[config.mk]
export PLATFORM = sky130hd
export DESIGN_NAME = ycbcr_pansharpen_pixel
export DESIGN_NICKNAME = d
export VERILOG_FILES = /design/src/rtl/core/ycps_pkg.sv /design/src/rtl/core/ycbcr_pansharpen_pixel.sv /design/src/rtl/core/ycps_clamp.sv
export SDC_FILE = /design/constraint.sdc
export NUM_CORES = 2
export LEC_CHECK = 0
export BUFFER_PORTS_ARGS = -buffer_cell sky130_fd_sc_hd__buf_2
export CORE_UTILIZATION = 60
export CTS_BUF_LIST = sky130_fd_sc_hd__clkbuf_8
export DETAILED_ROUTE_END_ITERATION = 8
export PLACE_DENSITY = 0.8
export SETUP_SLACK_MARGIN = 0.1
export SLEW_MARGIN = 25
export SYNTH_ARGS = -nofsm -noshare
export SYNTH_HDL_FRONTEND = slang
export SYNTH_HIERARCHICAL = 1
export SYNTH_SLANG_ARGS = --single-unit
[constraint.sdc]
create_clock -name i_clk -period 6.2 [get_ports i_clk]
set_input_delay 0.62 -clock i_clk [delete_from_list [all_inputs] [get_ports i_clk]]
set_output_delay 0.62 -clock i_clk [all_outputs]
set_load 0.01 [all_outputs]
[src/rtl/core/ycps_pkg.sv]
`timescale 1ns / 1ps
`default_nettype none

package ycps_pkg;

    // configuration register width and index codes
    localparam int CFG_BITS  = 16;
    localparam int CFG_IDX_W = 2;

    localparam logic [CFG_IDX_W-1:0] CFG_MIN_LEVEL   = 2'd0;
    localparam logic [CFG_IDX_W-1:0] CFG_MAX_LEVEL   = 2'd1;
    localparam logic [CFG_IDX_W-1:0] CFG_NODATA_FILL = 2'd2;

    // fixed point: accumulators carry 17 fraction bits, mid level is doubled
    localparam int FRAC_Q    = 17;
    localparam int MID_SHIFT = 16;

    // q2.16 coefficients, all magnitudes below 2^17
    localparam int KW = 17;

    localparam logic [KW-1:0] K_CB_R = 17'd11058;
    localparam logic [KW-1:0] K_CB_G = 17'd21710;
    localparam logic [KW-1:0] K_CR_G = 17'd27439;
    localparam logic [KW-1:0] K_CR_B = 17'd5329;
    localparam logic [KW-1:0] K_R_CR = 17'd91881;
    localparam logic [KW-1:0] K_G_CB = 17'd22554;
    localparam logic [KW-1:0] K_G_CR = 17'd46802;
    localparam logic [KW-1:0] K_B_CB = 17'd116130;

endpackage

`default_nettype wire

[src/rtl/core/ycbcr_pansharpen_pixel.sv]
// Per-pixel YCbCr pan-sharpening. Each transfer on the input channel carries a
// panchromatic sample and an RGB pixel with their validity flags; exactly one
// result follows per pixel, in order. The block takes one pixel per clock unless a
// stalled output has filled the pipe. The input transfer edge loads the first of
// six register stages (chroma products, chroma sums, chroma clamp, inverse
// products, inverse sums, and the clamp/fill output register); each later stage
// then loads in turn until the result sits in the output register. A stalled
// output holds the result; empty stages ahead of the stall keep taking pixels
// until the pipe is full. If either validity flag is clear the three channels
// carry nodata_fill and o_is_nodata is set. Configuration writes are always
// ready and must only be issued while no pixel is in flight.
`timescale 1ns / 1ps
`default_nettype none

module ycbcr_pansharpen_pixel #(
    parameter int SAMPLE_BITS = 16
) (
    input  wire logic                            i_clk,
    input  wire logic                            i_rst_n,
    // configuration write channel
    input  wire logic                            i_cfg_valid,
    output logic                                 o_cfg_ready,
    input  wire logic [ycps_pkg::CFG_IDX_W-1:0]  i_cfg_index,
    input  wire logic [ycps_pkg::CFG_BITS-1:0]   i_cfg_data,
    // pixel input channel
    input  wire logic                            i_in_valid,
    output logic                                 o_in_ready,
    input  wire logic [SAMPLE_BITS-1:0]          i_gray_sample,
    input  wire logic                            i_gray_valid,
    input  wire logic [SAMPLE_BITS-1:0]          i_red_in,
    input  wire logic [SAMPLE_BITS-1:0]          i_green_in,
    input  wire logic [SAMPLE_BITS-1:0]          i_blue_in,
    input  wire logic                            i_color_valid,
    // result channel
    output logic                                 o_out_valid,
    input  wire logic                            i_out_ready,
    output logic      [SAMPLE_BITS-1:0]          o_red_out,
    output logic      [SAMPLE_BITS-1:0]          o_green_out,
    output logic      [SAMPLE_BITS-1:0]          o_blue_out,
    output logic                                 o_is_nodata
);
    import ycps_pkg::*;

    localparam int S     = SAMPLE_BITS;
    localparam int ACC_W = SAMPLE_BITS + 20;
    localparam int PU_W  = KW + SAMPLE_BITS;
    localparam int D_W   = SAMPLE_BITS + 2;
    localparam int NSTG  = 6;

    // configuration registers
    logic [S-1:0] r_min_level;
    logic [S-1:0] r_max_level;
    logic [S-1:0] r_nodata_fill;
    logic [S:0]   w_mid2;

    assign o_cfg_ready = 1'b1;

    always_ff @(posedge i_clk) begin
        if (!i_rst_n) begin
            r_min_level   <= '0;
            r_max_level   <= '1;
            r_nodata_fill <= '0;
        end else if (i_cfg_valid && o_cfg_ready) begin
            case (i_cfg_index)
                CFG_MIN_LEVEL:   r_min_level   <= i_cfg_data[S-1:0];
                CFG_MAX_LEVEL:   r_max_level   <= i_cfg_data[S-1:0];
                CFG_NODATA_FILL: r_nodata_fill <= i_cfg_data[S-1:0];
                default: ;
            endcase
        end
    end

    // doubled mid level
    assign w_mid2 = (S+1)'(r_min_level) + (S+1)'(r_max_level) + (S+1)'(1);

    // per-stage advance: a stage loads when it is empty or its successor moves
    logic [NSTG:1] r_vld;
    logic [NSTG:1] w_en;

    always_comb begin
        w_en[NSTG] = !r_vld[NSTG] || i_out_ready;
        for (int k = NSTG - 1; k >= 1; k--) begin
            w_en[k] = !r_vld[k] || w_en[k+1];
        end
    end

    assign o_in_ready  = w_en[1];
    assign o_out_valid = r_vld[NSTG];

    always_ff @(posedge i_clk) begin
        if (!i_rst_n) begin
            r_vld <= '0;
        end else begin
            if (w_en[1]) begin
                r_vld[1] <= i_in_valid;
            end
            for (int k = 2; k <= NSTG; k++) begin
                if (w_en[k]) begin
                    r_vld[k] <= r_vld[k-1];
                end
            end
        end
    end

    // stage 1: chroma products
    logic          r_s1_ok;
    logic [S-1:0]  r_s1_gy;
    logic [S-1:0]  r_s1_r;
    logic [S-1:0]  r_s1_b;
    logic [PU_W-1:0] r_s1_pcb_r;
    logic [PU_W-1:0] r_s1_pcb_g;
    logic [PU_W-1:0] r_s1_pcr_g;
    logic [PU_W-1:0] r_s1_pcr_b;

    always_ff @(posedge i_clk) begin
        if (w_en[1]) begin
            r_s1_ok    <= i_gray_valid && i_color_valid;
            r_s1_gy    <= i_gray_sample;
            r_s1_r     <= i_red_in;
            r_s1_b     <= i_blue_in;
            r_s1_pcb_r <= PU_W'(K_CB_R) * PU_W'(i_red_in);
            r_s1_pcb_g <= PU_W'(K_CB_G) * PU_W'(i_green_in);
            r_s1_pcr_g <= PU_W'(K_CR_G) * PU_W'(i_green_in);
            r_s1_pcr_b <= PU_W'(K_CR_B) * PU_W'(i_blue_in);
        end
    end

    // stage 2: chroma sums around the mid level
    logic signed [ACC_W-1:0] w_mid_q;
    logic signed [ACC_W-1:0] n_cb_acc;
    logic signed [ACC_W-1:0] n_cr_acc;
    logic                    r_s2_ok;
    logic [S-1:0]            r_s2_gy;
    logic signed [ACC_W-1:0] r_s2_cb_acc;
    logic signed [ACC_W-1:0] r_s2_cr_acc;

    assign w_mid_q = signed'(ACC_W'({w_mid2, {MID_SHIFT{1'b0}}}));

    always_comb begin
        n_cb_acc = w_mid_q
                 - signed'(ACC_W'({r_s1_pcb_r, 1'b0}))
                 - signed'(ACC_W'({r_s1_pcb_g, 1'b0}))
                 + signed'(ACC_W'({r_s1_b, {MID_SHIFT{1'b0}}}));
        n_cr_acc = w_mid_q
                 + signed'(ACC_W'({r_s1_r, {MID_SHIFT{1'b0}}}))
                 - signed'(ACC_W'({r_s1_pcr_g, 1'b0}))
                 - signed'(ACC_W'({r_s1_pcr_b, 1'b0}));
    end

    always_ff @(posedge i_clk) begin
        if (w_en[2]) begin
            r_s2_ok     <= r_s1_ok;
            r_s2_gy     <= r_s1_gy;
            r_s2_cb_acc <= n_cb_acc;
            r_s2_cr_acc <= n_cr_acc;
        end
    end

    // stage 3: clamp chroma and recenter
    logic [S-1:0]          w_cb;
    logic [S-1:0]          w_cr;
    logic                  r_s3_ok;
    logic [S-1:0]          r_s3_gy;
    logic signed [D_W-1:0] r_s3_dcb;
    logic signed [D_W-1:0] r_s3_dcr;

    ycps_clamp #(
        .SAMPLE_BITS (S),
        .ACC_W       (ACC_W)
    ) u_clamp_cb (
        .i_acc   (r_s2_cb_acc),
        .i_lo    (r_min_level),
        .i_hi    (r_max_level),
        .o_value (w_cb)
    );

    ycps_clamp #(
        .SAMPLE_BITS (S),
        .ACC_W       (ACC_W)
    ) u_clamp_cr (
        .i_acc   (r_s2_cr_acc),
        .i_lo    (r_min_level),
        .i_hi    (r_max_level),
        .o_value (w_cr)
    );

    always_ff @(posedge i_clk) begin
        if (w_en[3]) begin
            r_s3_ok  <= r_s2_ok;
            r_s3_gy  <= r_s2_gy;
            r_s3_dcb <= signed'({1'b0, w_cb, 1'b0}) - signed'({1'b0, w_mid2});
            r_s3_dcr <= signed'({1'b0, w_cr, 1'b0}) - signed'({1'b0, w_mid2});
        end
    end

    // stage 4: inverse transform products
    logic                    r_s4_ok;
    logic [S-1:0]            r_s4_gy;
    logic signed [ACC_W-1:0] r_s4_p_r;
    logic signed [ACC_W-1:0] r_s4_p_gb;
    logic signed [ACC_W-1:0] r_s4_p_gr;
    logic signed [ACC_W-1:0] r_s4_p_b;

    always_ff @(posedge i_clk) begin
        if (w_en[4]) begin
            r_s4_ok   <= r_s3_ok;
            r_s4_gy   <= r_s3_gy;
            r_s4_p_r  <= signed'({1'b0, K_R_CR}) * r_s3_dcr;
            r_s4_p_gb <= signed'({1'b0, K_G_CB}) * r_s3_dcb;
            r_s4_p_gr <= signed'({1'b0, K_G_CR}) * r_s3_dcr;
            r_s4_p_b  <= signed'({1'b0, K_B_CB}) * r_s3_dcb;
        end
    end

    // stage 5: new luma plus chroma terms
    logic signed [ACC_W-1:0] w_yq;
    logic                    r_s5_ok;
    logic signed [ACC_W-1:0] r_s5_r_acc;
    logic signed [ACC_W-1:0] r_s5_g_acc;
    logic signed [ACC_W-1:0] r_s5_b_acc;

    assign w_yq = signed'(ACC_W'({r_s4_gy, {FRAC_Q{1'b0}}}));

    always_ff @(posedge i_clk) begin
        if (w_en[5]) begin
            r_s5_ok    <= r_s4_ok;
            r_s5_r_acc <= w_yq + r_s4_p_r;
            r_s5_g_acc <= w_yq - r_s4_p_gb - r_s4_p_gr;
            r_s5_b_acc <= w_yq + r_s4_p_b;
        end
    end

    // stage 6: clamp channels or substitute the fill
    logic [S-1:0] w_r;
    logic [S-1:0] w_g;
    logic [S-1:0] w_b;
    logic [S-1:0] r_red;
    logic [S-1:0] r_green;
    logic [S-1:0] r_blue;
    logic         r_nodata;

    ycps_clamp #(
        .SAMPLE_BITS (S),
        .ACC_W       (ACC_W)
    ) u_clamp_r (
        .i_acc   (r_s5_r_acc),
        .i_lo    (r_min_level),
        .i_hi    (r_max_level),
        .o_value (w_r)
    );

    ycps_clamp #(
        .SAMPLE_BITS (S),
        .ACC_W       (ACC_W)
    ) u_clamp_g (
        .i_acc   (r_s5_g_acc),
        .i_lo    (r_min_level),
        .i_hi    (r_max_level),
        .o_value (w_g)
    );

    ycps_clamp #(
        .SAMPLE_BITS (S),
        .ACC_W       (ACC_W)
    ) u_clamp_b (
        .i_acc   (r_s5_b_acc),
        .i_lo    (r_min_level),
        .i_hi    (r_max_level),
        .o_value (w_b)
    );

    always_ff @(posedge i_clk) begin
        if (w_en[6]) begin
            r_nodata <= !r_s5_ok;
            r_red    <= r_s5_ok ? w_r : r_nodata_fill;
            r_green  <= r_s5_ok ? w_g : r_nodata_fill;
            r_blue   <= r_s5_ok ? w_b : r_nodata_fill;
        end
    end

    assign o_red_out   = r_red;
    assign o_green_out = r_green;
    assign o_blue_out  = r_blue;
    assign o_is_nodata = r_nodata;

    // an empty output stage means the whole pipe can advance
    a_ready_when_drained : assert property (@(posedge i_clk) disable iff (!i_rst_n)
        !o_out_valid |-> o_in_ready)
        else $error("input not ready while output stage is empty");

    // fill is applied to all three channels alike
    a_fill_uniform : assert property (@(posedge i_clk) disable iff (!i_rst_n)
        (o_out_valid && o_is_nodata) |->
            (o_red_out == o_green_out && o_green_out == o_blue_out))
        else $error("no-data result with unequal channels");

    // sharpened channels stay inside an ordered clamp range
    a_range : assert property (@(posedge i_clk) disable iff (!i_rst_n)
        (o_out_valid && !o_is_nodata && r_max_level >= r_min_level) |->
            (o_red_out >= r_min_level && o_red_out <= r_max_level &&
             o_green_out >= r_min_level && o_green_out <= r_max_level &&
             o_blue_out >= r_min_level && o_blue_out <= r_max_level))
        else $error("sharpened channel outside clamp range");

endmodule

`default_nettype wire

[src/rtl/core/ycps_clamp.sv]
`timescale 1ns / 1ps
`default_nettype none

module ycps_clamp #(
    parameter int SAMPLE_BITS = 16,
    parameter int ACC_W       = 36
) (
    input  wire logic signed [ACC_W-1:0]       i_acc,
    input  wire logic        [SAMPLE_BITS-1:0] i_lo,
    input  wire logic        [SAMPLE_BITS-1:0] i_hi,
    output logic             [SAMPLE_BITS-1:0] o_value
);
    import ycps_pkg::*;

    logic signed [ACC_W-1:0] w_lo_q;
    logic signed [ACC_W-1:0] w_hi_q;

    // limits scaled to the accumulator fraction
    assign w_lo_q = signed'(ACC_W'({i_lo, {FRAC_Q{1'b0}}}));
    assign w_hi_q = signed'(ACC_W'({i_hi, {FRAC_Q{1'b0}}}));

    // ceiling test first, so the ceiling wins when both hit
    always_comb begin
        if (i_acc > w_hi_q) begin
            o_value = i_hi;
        end else if (i_acc < w_lo_q) begin
            o_value = i_lo;
        end else begin
            o_value = i_acc[FRAC_Q +: SAMPLE_BITS];
        end
    end

endmodule

`default_nettype wire

# --- After elaboration in Yosys (flattened, before gate mapping) ---
# Index checks and enable logic that the tools add are counted.
op_classes:
  n_eq_ne: 2
  mux: 13
  reduce_logical: 18
  bitwise_logic: 0
  n_div: 0
  n_lt_le_gt_ge: 10
  mul: 8
  add_sub_neg: 14
  shift: 0
ops:
  columns: ["operator", "n"]
  rows:
  - ["16-bit 2-to-1 mux", 13]
  - ["36-bit by 34-bit > comparator with 1-bit output", 5]
  - ["36-bit by 34-bit less-than comparator with 1-bit output", 5]
  - ["34-bit by 36-bit adder with 36-bit output", 2]
  - ["13-bit by 16-bit multiplier with 29-bit output, first input constant", 2]
  - ["35-bit by 33-bit adder with 36-bit output", 1]
  - ["18-bit by 18-bit multiplier with 36-bit output, first input constant", 1]
  - ["17-bit by 17-bit subtractor with 18-bit output", 2]
  - ["34-bit by 36-bit subtractor with 36-bit output", 1]
  - ["35-bit by 31-bit subtractor with 36-bit output", 1]
  - ["36-bit subtractor", 1]
  - ["17-bit by 18-bit multiplier with 35-bit output, first input constant", 1]
  - ["34-bit by 32-bit subtractor with 35-bit output", 1]
  - ["34-bit by 33-bit subtractor with 35-bit output", 1]
  - ["33-bit by 32-bit adder with 34-bit output", 1]
  - ["16-bit by 18-bit multiplier with 34-bit output, first input constant", 1]
  - ["33-bit by 31-bit subtractor with 34-bit output", 1]
  - ["15-bit by 18-bit multiplier with 33-bit output, first input constant", 1]
  - ["15-bit by 16-bit multiplier with 31-bit output, first input constant", 1]
  - ["14-bit by 16-bit multiplier with 30-bit output, first input constant", 1]
  - ["16-bit by 16-bit adder with 17-bit output", 1]
  - ["17-bit by 1-bit adder with 17-bit output, second input constant", 1]
  - ["1-bit logical NOT", 7]
  - ["1-bit logical OR", 6]
  - ["5 further kinds", 7]
totals:
  n_memories: 0
  mem_bits_rw: 0
  wordCells: 104
  in_bits: 89
  romBits: 0
  latch_bits: 0
  output_inout_bits: 52
  register_bits: 680

# --- Logic depth before layout (Yosys ltp) ---
logic_depth:
  ltp_word: 7
  depth_mapped: 29
  depth_no_buf: 29

# --- By module ---
# The synthesis kept the hierarchy.
by_module_without_submodules:
  columns: ["mod", "cells_each", "area_each_um2", "seq_area_each_um2", "instances"]
  rows:
  - ["ycbcr_pansharpen_pixel", 6467, 68738.4, 18978.2, 1]
  - ["ycps_clamp", 195, 1411.4, 0.0, 5]

# --- Worst setup path before layout ---
# Ideal clock, no wire load.
synth_path:
  kind: "register to register"
  from: "reg r_s3_dcb[17]"
  to: "reg r_s4_p_b[35], data pin"
  required_ns: 5.940
  synth_period_minus_slack_ns: 6.879
  arrival_ns: 6.619
  path_buffers: 2
  stages_incl_launch_ff: 23
  path_slack_ns: -0.679
  setup_ns: 0.260
  cell_sequence: "edfxtp_1 -> clkbuf_1 -> inv_1 -> fa_1 -> clkbuf_1 -> inv_1 -> ha_1 -> inv_1 -> fa_1 -> fa_1 -> inv_1 -> fa_1 -> ha_1 -> and2_1 -> nand4_1 -> nor2_1 -> o211ai_1 -> o21ai_0 -> o41ai_1 -> o31ai_1 -> o21a_1 -> nor2_1 -> xnor2_1"
synth_via:
  elab_chain_cells: 1
synth_rtl:
  columns: ["item", "line", "rtl"]
  rows:
  - ["start, declared", "ycbcr_pansharpen_pixel.sv:164", "logic signed [D_W-1:0] r_s3_dcb;"]
  - ["start signal, assigned", "ycbcr_pansharpen_pixel.sv:191", "r_s3_dcb <= signed'({1'b0, w_cb, 1'b0}) - signed'({1'b0, w_mid2});"]
  - ["17-bit by 18-bit multiplier with 35-bit output", "ycbcr_pansharpen_pixel.sv:211", "r_s4_p_b <= signed'({1'b0, K_B_CB}) * r_s3_dcb;"]
  - ["end signal, assigned", "ycbcr_pansharpen_pixel.sv:211", null]
  - ["end, declared", "ycbcr_pansharpen_pixel.sv:202", "logic signed [ACC_W-1:0] r_s4_p_b;"]
# No other way between the ends.
# A chain may end at the register's enable or synchronous reset.

# --- Worst setup path after layout ---
layout_path:
  from: "reg r_s3_dcr[14]"
  to: "reg r_s4_p_r[35], data pin"
layout_via:
  elab_chain_cells: 1
layout_rtl:
  columns: ["item", "line", "rtl"]
  rows:
  - ["start, declared", "ycbcr_pansharpen_pixel.sv:165", "logic signed [D_W-1:0] r_s3_dcr;"]
  - ["start signal, assigned", "ycbcr_pansharpen_pixel.sv:192", "r_s3_dcr <= signed'({1'b0, w_cr, 1'b0}) - signed'({1'b0, w_mid2});"]
  - ["18-bit by 18-bit multiplier with 36-bit output", "ycbcr_pansharpen_pixel.sv:208", "r_s4_p_r <= signed'({1'b0, K_R_CR}) * r_s3_dcr;"]
  - ["end signal, assigned", "ycbcr_pansharpen_pixel.sv:208", null]
  - ["end, declared", "ycbcr_pansharpen_pixel.sv:199", "logic signed [ACC_W-1:0] r_s4_p_r;"]
# No other way between the ends.

==> summary.md <==
| Metric | Value |
|---|---|
| Remaining number of nets flagged by the antenna check after routing | `0` |
| GP Congestion | `between 1 and 1.5` |
| Worst Path Required | `a little under 7000 ps` |
| Sequential element share of the synthesized area | `25.0%` |
| First-pass GRT wire length | `between 300000 and 400000 µm` |
| Iteration-0 DRC count of the detailed router | `approximately 4600` |
| Multi-input combinational cell area | `51200 µm²` |
| Critical path's most frequent cell | `sky130_fd_sc_hd__fa_1` |
| Share of layout cells above drive strength 1 | `9.63%` |
| Number of antenna violations at the first check in global routing | `11` |
| Final hold slack | `between 50 and 60 ps` |
| Top FF cell, synth | `sky130_fd_sc_hd__edfxtp_1` |
| Vias per Instance | `5.86` |
| Detail Placement HPWL | `~180000 µm` |
| Clk root buf | `sky130_fd_sc_hd__clkbuf_8` |
| Remaining Overflow, GRT | `0` |
| Signed area change from the synthesized netlist to the final layout | `10.6%` |
| Upper clock frequency limit | `about 160 MHz` |
| Worst path bufs/invs | `2` |
| Pre-Repair DR Iteration Count | `9` |
| IO Count | `about 140` |
| Share of flip-flops with an asynchronous set or reset after synthesis | `0%` |
| Number of global-route vias before repair | `57994` |
| Cell type group with the largest total delay on the critical path | `adder cells` |
| Wire length per cell | `~23 µm` |
| Fin nets | `10054` |
| Max incr delay on CP | `roughly 570 ps` |
| Worst clock skew | `94.5 ps` |
| GRT met3 Usage | `about 4.7%` |
| Maximum clock path buffer count | `3` |
| Standard cell area after detailed placement | `80200 µm²` |
| Failing checks | `DRC` |
| Kind of critical path | `reg2reg` |
| Overall routing resource usage | `approximately 34%` |
| Min cycle time layout | `~6100 ps` |
| RSZ-0062 raised after global routing | `yes` |
| Register area | `~19000 µm²` |
| Number of rows created at floorplan | `130` |
| Met1 track demand over resource in global routing | `a little over two fifths` |
| TritonCTS clock tree | `yes` |
| Most common cell after layout, fill and taps aside | `sky130_fd_sc_hd__inv_1` |
| Leading cell types in the layout, fill and taps excluded | `sky130_fd_sc_hd__inv_1 (1549), sky130_fd_sc_hd__ha_1 (1266), sky130_fd_sc_hd__fa_1 (718)` |
| Design Area, Final | `about 84000 µm²` |
| Number of remaining DRC errors | `3` |
| Crit Path Max Fanout | `5` |
| Path class of the lowest-slack min-delay path | `in2reg` |
| Total number of vias | `between 50000 and 60000` |
| YS warnings | `6` |
| Max_cap viols | `0` |
| Post-Synthesis Cell Area | `approximately 76000 µm²` |
| Input/output buffers | `around 140` |
| Die Y-Extent | `around 360 µm` |
| Data arrival time of the critical path | `roughly 6800 ps` |
| Share of the core filled with cells in the final layout | `66.9%` |
| Clock transition at the registers of the reported paths | `around 70 ps` |
| Share of the clock period used by the worst path after layout | `a little over nine tenths` |
| Headroom to the max-slew limit | `about 28%` |
| Final cell count without fillers | `a little under 10000` |
| Critical path, cell by cell | `inv_2, fa_2, fa_2, fa_1, inv_1, fa_1, fa_1, fa_1, ha_4, a21o_1, a21o_1, a21oi_2, nand3b_1, o21ai_4, o21ai_2, or4b_4, a2111o_1, o211ai_1` |
| Number of standard cells after synthesis | `7442` |
| Area of the die | `~130000 µm²` |
| Clk sink count | `650` |
| Register bit count reported by yosys | `650` |
| Number of endpoints failing setup at the final stage | `0` |
| Clock latency of the later-clocked register in the worst-skew pair | `890 ps` |
| Global-route track usage on met2 | `between 50% and 60%` |
| Number of endpoints with negative hold slack in the final report | `0` |
| Busiest metal layer after global routing | `met2` |
| Number of enable flip-flop cells after synthesis | `just under 600` |
| Least-Margin Pin Slew | `1070 ps` |
| Library cells used by synthesis | `91` |
| CTS Buf Count | `about 110` |
| Avg Synthesized Cell Area | `just over 10 µm²` |
| Count of filler cells inserted in the layout | `9647` |
| Starting density of the core | `60.4%` |
| Total Routed Length | `about 220000 µm` |
| Status | `finished with violations` |
| H-tree lvl count | `3` |
| Maximum number of pins on one net before global-route repair | `between 90 and 100` |
| Nature of the critical path startpoint | `flop` |
| Cell count after placement | `between 9000 and 10000` |
| Slowest library cell on the worst path | `sky130_fd_sc_hd__fa_1` |
| Core area | `between 100000 and 150000 µm²` |
| Overall die width | `between 300 and 400 µm` |
| Critical Path End Type | `flop` |
| Final slew viol count | `0` |
## sequential cells by signal, summed over array words and instances (netlist names), 17 cells and up
register     flops
r_s5_r_acc      36
r_s1_pcr_b      25
r_s4_p_r        36
r_s2_cr_acc     35
r_s3_dcb        18
r_s2_cb_acc     34
r_s5_b_acc      34
r_s1_pcb_g      27
r_s1_pcr_g      31
r_s1_pcb_r      26
r_s4_p_gb       31
r_s5_g_acc      34
r_s3_dcr        17
r_s4_p_b        34
r_s4_p_gr       28
## metrics by stage
stage / setup slack [ps] / TNS, ps
floorplan: -167 / -298
global placement: 30.1 / 0
detailed placement: -124 / -267
CTS: 103 / 0
global route: -59.4 / -59.4
finish: 98.5 / 0
## what timing repair did
item,in CTS,in global routing
buffers inserted,4,43
endpoints found under the setup margin,7,36
hold endpoints to repair,46,0
gates resized for setup,12,97
gates cloned,0,0
pin swaps,0,53
hold buffers,34,0
## cell usage after synthesis (37+ instances only)
cell,count,area (µm²)
sky130_fd_sc_hd__a21boi_0,47,353
sky130_fd_sc_hd__a21o_1,167,1250
sky130_fd_sc_hd__a21oi_1,347,1740
sky130_fd_sc_hd__a31oi_1,120,751
sky130_fd_sc_hd__and2_1,37,231
sky130_fd_sc_hd__and3_1,47,294
sky130_fd_sc_hd__clkbuf_1,70,263
sky130_fd_sc_hd__dfxtp_1,54,1080
sky130_fd_sc_hd__edfxtp_1,596,17900
sky130_fd_sc_hd__fa_1,725,14500
sky130_fd_sc_hd__ha_1,1298,16200
sky130_fd_sc_hd__inv_1,1543,5790
sky130_fd_sc_hd__nand2_1,419,1570
sky130_fd_sc_hd__nand2b_1,51,319
sky130_fd_sc_hd__nand3_1,83,415
sky130_fd_sc_hd__nor2_1,225,845
sky130_fd_sc_hd__nor2b_1,52,325
sky130_fd_sc_hd__nor3_1,95,475
sky130_fd_sc_hd__o211a_1,84,841
sky130_fd_sc_hd__o21a_1,55,413
sky130_fd_sc_hd__o21ai_0,248,1240
sky130_fd_sc_hd__o21bai_1,53,398
sky130_fd_sc_hd__or3b_1,77,674
sky130_fd_sc_hd__xnor2_1,292,2560
sky130_fd_sc_hd__xor2_1,128,1120
## tightest hold or removal path, stage by stage
cell	delay, ps
sky130_fd_sc_hd__buf_2	140
sky130_fd_sc_hd__nand2_1	70
sky130_fd_sc_hd__a21boi_0	70
## layout make-up
| cell class | instances | area share (%) |
|---|---|---|
| tap | 1650 | 2.46 |
| clock inverter | 98 | 0.939 |
| clock buffer | 117 | 1.92 |
| antenna | 1 | 0.00298 |
| inverter | 1544 | 6.93 |
| timing repair buffer | 479 | 4.03 |
| multi-input combinational | 5153 | 61.1 |
| sequential | 650 | 22.6 |
## worst paths after layout
kind | from | end | slack (ps) | depth (start not counted)
worst min register to register | r_s4_p_b[6] | r_s5_b_acc[6] | 370 | 0
worst max register to register | r_s3_dcr[14] | r_s4_p_r[35] | 100 | 18
worst max-delay path | r_s3_dcr[14] | r_s4_p_r[35] | 100 | 18
worst min-delay path | i_cfg_data[0] | r_nodata_fill[0] | 60 | 3
## per-layer routing
metal  up-vias  part of all wire (%)
met4         2                   6.2
met3       535                   6.9
met5         -                0.0059
li1      26407                     -
met1     27742                    39
met2      2089                    48
## logic make-up (layout without fill, tap and decap cells)
kind of cell,after synthesis,count (layout),synth area share [%]
multiplexers,14,14,0.195
adder cells (fa/ha/maj),2023,2023,40.6
buffers and inverters,1644,2238,8.26
AND/OR/NAND/NOR,1276,1276,8.62
XOR/XNOR,420,420,4.85
flip-flops,650,650,25.0
other,2,8,0.00991
AO/OA/AOI/OAI,1413,1413,12.4
Power is not shown: default switching activity piles up to over one toggle a cycle in this logic, so the estimate is an artifact.
